### src/design/aik_pkg.sv
package aik_pkg;

    // datapath widths shared by the arithmetic units
    localparam int AT_W     = 34;
    localparam int ANG_W    = 25;
    localparam int SQ_IN_W  = 60;
    localparam int SQ_OUT_W = 30;
    localparam int SQ_LAT   = 30;
    localparam int NORM_N   = 5;
    localparam int CORDIC_N = 17;
    localparam int AT_LAT   = 1 + NORM_N + CORDIC_N + 1;
    localparam int DEG_Q    = 65536;

    localparam logic signed [ANG_W-1:0] ANG_45  = ANG_W'(45 * DEG_Q);
    localparam logic signed [ANG_W-1:0] ANG_65  = ANG_W'(65 * DEG_Q);
    localparam logic signed [ANG_W-1:0] ANG_90  = ANG_W'(90 * DEG_Q);
    localparam logic signed [ANG_W-1:0] ANG_180 = ANG_W'(180 * DEG_Q);

    // arctangent of 2^-i in degrees, 16 fraction bits
    localparam logic signed [23:0] ATAN_TAB [CORDIC_N] = '{
        24'sd2949120, 24'sd1740967, 24'sd919879, 24'sd466945, 24'sd234379,
        24'sd117304, 24'sd58666, 24'sd29335, 24'sd14668, 24'sd7334,
        24'sd3667, 24'sd1833, 24'sd917, 24'sd458, 24'sd229, 24'sd115, 24'sd57
    };

    // configuration register indexes
    typedef enum logic [1:0] {
        REG_BASE_HEIGHT = 2'd0,
        REG_UPPER_LINK  = 2'd1,
        REG_LOWER_LINK  = 2'd2
    } cfg_reg_t;

endpackage

### src/design/aik_isqrt.sv
module aik_isqrt (
    input  logic                          clk,
    input  logic [aik_pkg::SQ_IN_W-1:0]   radicand,
    output logic [aik_pkg::SQ_OUT_W-1:0]  root
);
    import aik_pkg::*;

    localparam int REM_W = SQ_OUT_W + 4;

    logic [SQ_IN_W-1:0]  rad_reg  [SQ_LAT];
    logic [REM_W-1:0]    rem_reg  [SQ_LAT];
    logic [SQ_OUT_W-1:0] root_reg [SQ_LAT];

    // one root bit per stage, restoring digit recurrence
    for (genvar k = 0; k < SQ_LAT; k++)
    begin : g_step
        logic [SQ_IN_W-1:0]  rad_in;
        logic [REM_W-1:0]    rem_in;
        logic [SQ_OUT_W-1:0] root_in;
        logic [REM_W-1:0]    cur;
        logic [REM_W-1:0]    trial;

        if (k == 0)
        begin : g_first
            assign rad_in  = radicand;
            assign rem_in  = '0;
            assign root_in = '0;
        end
        else
        begin : g_next
            assign rad_in  = rad_reg[k-1];
            assign rem_in  = rem_reg[k-1];
            assign root_in = root_reg[k-1];
        end

        always_comb
        begin
            cur   = {rem_in[REM_W-3:0], rad_in[SQ_IN_W-1 -: 2]};
            trial = REM_W'({root_in, 2'b01});
        end

        always_ff @(posedge clk)
        begin
            rad_reg[k] <= rad_in << 2;
            if (cur >= trial)
            begin
                rem_reg[k]  <= cur - trial;
                root_reg[k] <= {root_in[SQ_OUT_W-2:0], 1'b1};
            end
            else
            begin
                rem_reg[k]  <= cur;
                root_reg[k] <= {root_in[SQ_OUT_W-2:0], 1'b0};
            end
        end
    end

    assign root = root_reg[SQ_LAT-1];

endmodule

### config.mk
export PLATFORM = sky130hd
export DESIGN_NAME = aik_isqrt
export DESIGN_NICKNAME = d
export VERILOG_FILES = /design/src/design/aik_pkg.sv /design/src/design/aik_isqrt.sv
export SDC_FILE = /design/constraint.sdc
export NUM_CORES = 2
export LEC_CHECK = 0
export BUFFER_PORTS_ARGS = -buffer_cell sky130_fd_sc_hd__buf_2
export CELL_PAD_IN_SITES_DETAIL_PLACEMENT = 0
export CELL_PAD_IN_SITES_GLOBAL_PLACEMENT = 1
export CORE_MARGIN = 2
export CORE_UTILIZATION = 50
export DETAILED_ROUTE_END_ITERATION = 7
export GPL_ROUTABILITY_DRIVEN = 1
export PLACE_DENSITY = 0.76
export SYNTH_ARGS = -nofsm -noshare
export SYNTH_HDL_FRONTEND = slang
export SYNTH_SLANG_ARGS = --single-unit
### constraint.sdc
create_clock -name clk -period 3.3 [get_ports clk]
set_input_delay 0.33 -clock clk [delete_from_list [all_inputs] [get_ports clk]]
set_output_delay 0.33 -clock clk [all_outputs]
set_load 0.03 [all_outputs]
==> metrics.md <==
| Metric | Value |
|---|---|
| Status | `complete, no violations` |
| Final setup fails | `0` |
| Cell family with most CP delay | `compound AO/OA/AOI/OAI gates` |
| DR WL met3 | `7.38 mm` |
| Post-synth EDFFs | `0` |
| Gr ovfl total | `0` |
| Yosys top cell area share | `54.9%` |
| Initial antenna violation count | `2` |
| Area contributors post-synth | `dfxtp_1, ha_1, xor2_1` |
| Hold Slack | `~0.11 ns` |
| Die Wd | `406 microns` |
| Startpoint type of the worst setup path | `register` |
| PwrDens | `between 700 and 800 nW/um^2` |
| TritonCTS clock tree | `built` |
| Buf/Inv on CP | `2` |
| DR WL met2 | `85.4 mm` |
| Antenna Nets Post-Route | `0` |
| Pint | `52.2 mW` |
| CP max stage delay | `0.42 ns` |
| Top sig layer | `met4` |
| Worst vdd ir | `0.588 mV` |
| Total wire length | `179 mm` |
| Die ar. | `165000 sq um` |
| GP Congestion | `0.910` |
| Tcrit/Tclk final | `95.3%` |
| DR pass1 iterations | `6` |
| Switching share of power | `between 20% and 30%` |
| Ports | `91` |
| DRT iter0 DRCs | `3108` |
| Switching power | `20.6 mW` |
| Mapped Cells | `7942` |
| Clock power frac | `35.7%` |
| Syn nets | `8499` |
| Worst Tran Pin Value | `0.719 ns` |
| Vias | `54800` |
| Worst path slowest cell | `or3_1` |
| Synth async-reset ratio | `0%` |
| Yosys Warn Count | `0` |
| Clock-pin slew of the registers on the worst-case setup and hold paths | `0.06 ns` |
| Worst-skew pair later-pin latency | `approximately 0.86 ns` |
| Max Cap Violations | `0` |
| Post-synthesis sequential area ratio | `around 55%` |
| Root Buffer Master | `clkbuf_16` |
| Std cell rows | `between 100 and 150` |
| Worst path cell trace | `inv_1 -> ha_1 -> or3_1 -> o221ai_1 -> a211oi_2 -> nor4_1 -> buf_4 -> o41ai_2 -> a31oi_1 -> o21ai_2 -> a2111oi_2 -> xor2_1` |
| Sequential group share of total power | `48.1%` |
| First-pass GRT wire length | `283 mm` |
| Layout area overhead | `15.7%` |
| Inserted Clock Buffers | `211` |
| Final layout net count | `8914` |
| Largest area contributor in the netlist | `dfxtp_1` |
| Routed length on met1 | `~81 mm` |
| Vias per cell | `5.12` |
| Detailed Place HPWL | `137 mm` |
| Post-synthesis register bit count | `2216` |
| Worst-case clock buffer depth | `3` |
| Critical path class | `reg -> reg` |
| Max reg flops | `881` |
| Setup slack at placement | `0.0346 ns` |
| DRC | `0` |
| Mapped Avg Cell Area | `a little over 10 sq um` |
| Headroom to the max-slew limit | `52.0%` |
| Pin count of the biggest net entering global routing | `46` |
| Starting Density | `50.3%` |
| Crit path required time | `4.03 ns` |
| CP Max Fanout | `4` |
| Hold Path Class | `in -> reg` |
| Comb pwr share | `~16%` |
| CTS sink cnt | `roughly 2200` |
| Share of layout cells above drive strength 1 | `around a tenth` |
| Worst clock skew | `0.0576 ns` |
| Vias in the first global route | `between 50000 and 60000` |
| Worst setup EP type | `register` |
| WL per Instance | `16.7 microns` |
| H-tree Lvls | `4` |
| Main synth FF type | `dfxtp_1` |
| Max Freq | `318 MHz` |
| Pleak | `43.6 nW` |
| Crit path time final | `3.14 ns` |
| Core box area | `around 160000 sq um` |
| Worst setup margin | `0.157 ns` |
| Height of the chip | `406 microns` |
| Slew Viols, Final | `0` |
| CP arrival | `3.87 ns` |
| Commonest cells after routing, fill and taps aside | `dfxtp_1, nand2_1, inv_1` |
| Most common cell after layout, fill and taps aside | `dfxtp_1` |
| GRT Total Usage | `21.5%` |
| Post-Synthesis Cell Area | `80800 sq um` |
| IO Port Bufs | `90` |
| Cell variety after synth | `103` |
| Final hold viol count | `0` |
==> power by group through the flow <==
stage,sequential [mW],combinational [mW],clock [mW]
detailed placement,35.5,11.6,0
floorplan,33.9,8.88,0
global placement,35.5,11.6,0
CTS,35.0,11.8,26.6
global route,35.5,13.2,27.7
finish,35.0,11.8,26.0
==> stage by stage <==
stage | power (mW) | util (%) | cells | cell area, sq um | TNS (ns)
detailed placement | 47.2 | 52.9 | 10200 | 85000 | 0
global placement | 47.1 | 52.9 | 10200 | 85000 | 0
global route | 76.4 | 58.2 | 10700 | 93500 | -0.00788
floorplan | 42.8 | - | 7942 | 80800 | 0
CTS | 73.4 | 58.1 | 10700 | 93400 | 0
finish | 72.7 | 58.2 | 10700 | 93500 | 0
==> path summary, 6_finish.rpt <==
kind / depth (start not counted) / end / from / slack [ns]
worst min-delay path: 2 / rad_reg[0][39] / radicand[39] / 0.11
worst max register to register: 12 / rem_reg[1][335] / root_reg[1][241] / 0.16
worst min register to register: 0 / rad_reg[0][132] / rad_reg[0][72] / 0.30
worst max-delay path: 12 / rem_reg[1][335] / root_reg[1][241] / 0.16
==> routing by layer <==
layer  track usage [%]  vias to the layer above
li1                  -                    28100
met1              27.7                    25400
met2              36.8                     1029
met3              3.35                      304
met4              7.02                        0
met5                 0                        -
==> timing repair <==
action | CTS | global route
endpoints found under the hold margin | 61 | 0
resized for setup | 0 | 35
hold buffers | 61 | 0
endpoints found under the setup margin | 0 | 70
buffers inserted | 0 | 3
==> area by class of cell <==
| type | count | area, sq um |
|---|---|---|
| Fill cell | 13900 | 67000 |
| Sequential cell | 2216 | 44400 |
| Inverter | 603 | 2260 |
| Multi-Input combinational cell | 4977 | 33800 |
| Tap cell | 2160 | 2700 |
| Antenna cell | 2 | 5.00 |
| Clock buffer | 288 | 6020 |
| Clock inverter | 105 | 1740 |
| Timing Repair Buffer | 348 | 2640 |
==> logic make-up (layout without fill, tap and decap cells) <==
| family | after synthesis | in the layout | share of synthesized area [%] |
|---|---|---|---|
| flip-flops | 2216 | 2216 | 54.9 |
| multiplexers | 51 | 51 | 0.700 |
| other | 1 | 3 | 0.00464 |
| AO/OA/AOI/OAI | 1607 | 1607 | 12.3 |
| buffers and inverters | 749 | 1344 | 3.53 |
| AND/OR/NAND/NOR | 2091 | 2091 | 12.9 |
| XOR/XNOR | 731 | 731 | 7.92 |
| adder cells (fa/ha/maj) | 496 | 496 | 7.68 |
==> synthesized netlist by cell type (20+ instances only) <==
library cell  number
a31oi_1           46
a21boi_0          22
a211oi_1          38
inv_1            599
o21a_1            98
dfxtp_1         2216
o31ai_1           58
nand2_1          608
and3_1            34
nand3b_1          32
nor4_1           108
nor2_1           457
nor2b_1           73
nor3b_1           21
or3_1             73
a21oi_1          441
mux2_2            44
or2_2             31
or4_1             38
nand2b_1          86
clkbuf_1         115
o21ai_0          484
xnor2_1          354
nor3_1           201
o21bai_1          41
ha_1             496
a21o_1           184
xor2_1           377
nand4_1           92
nand3_1          121
and2_1            29
o211ai_1          20
==> worst reg2reg max path, delay by kind of cell, from the launching register on <==
family	cells	cell delay [ns]
AOI/OAI and AO/OA	6	1.42
and+or+nand+nor	2	0.70
DFF	1	0.32
adders and majority gates	1	0.22
buffers and inverters	2	0.21
xor gates and xnor gates	1	0.17
No activity file was read; power rests on OpenSTA's default activity.
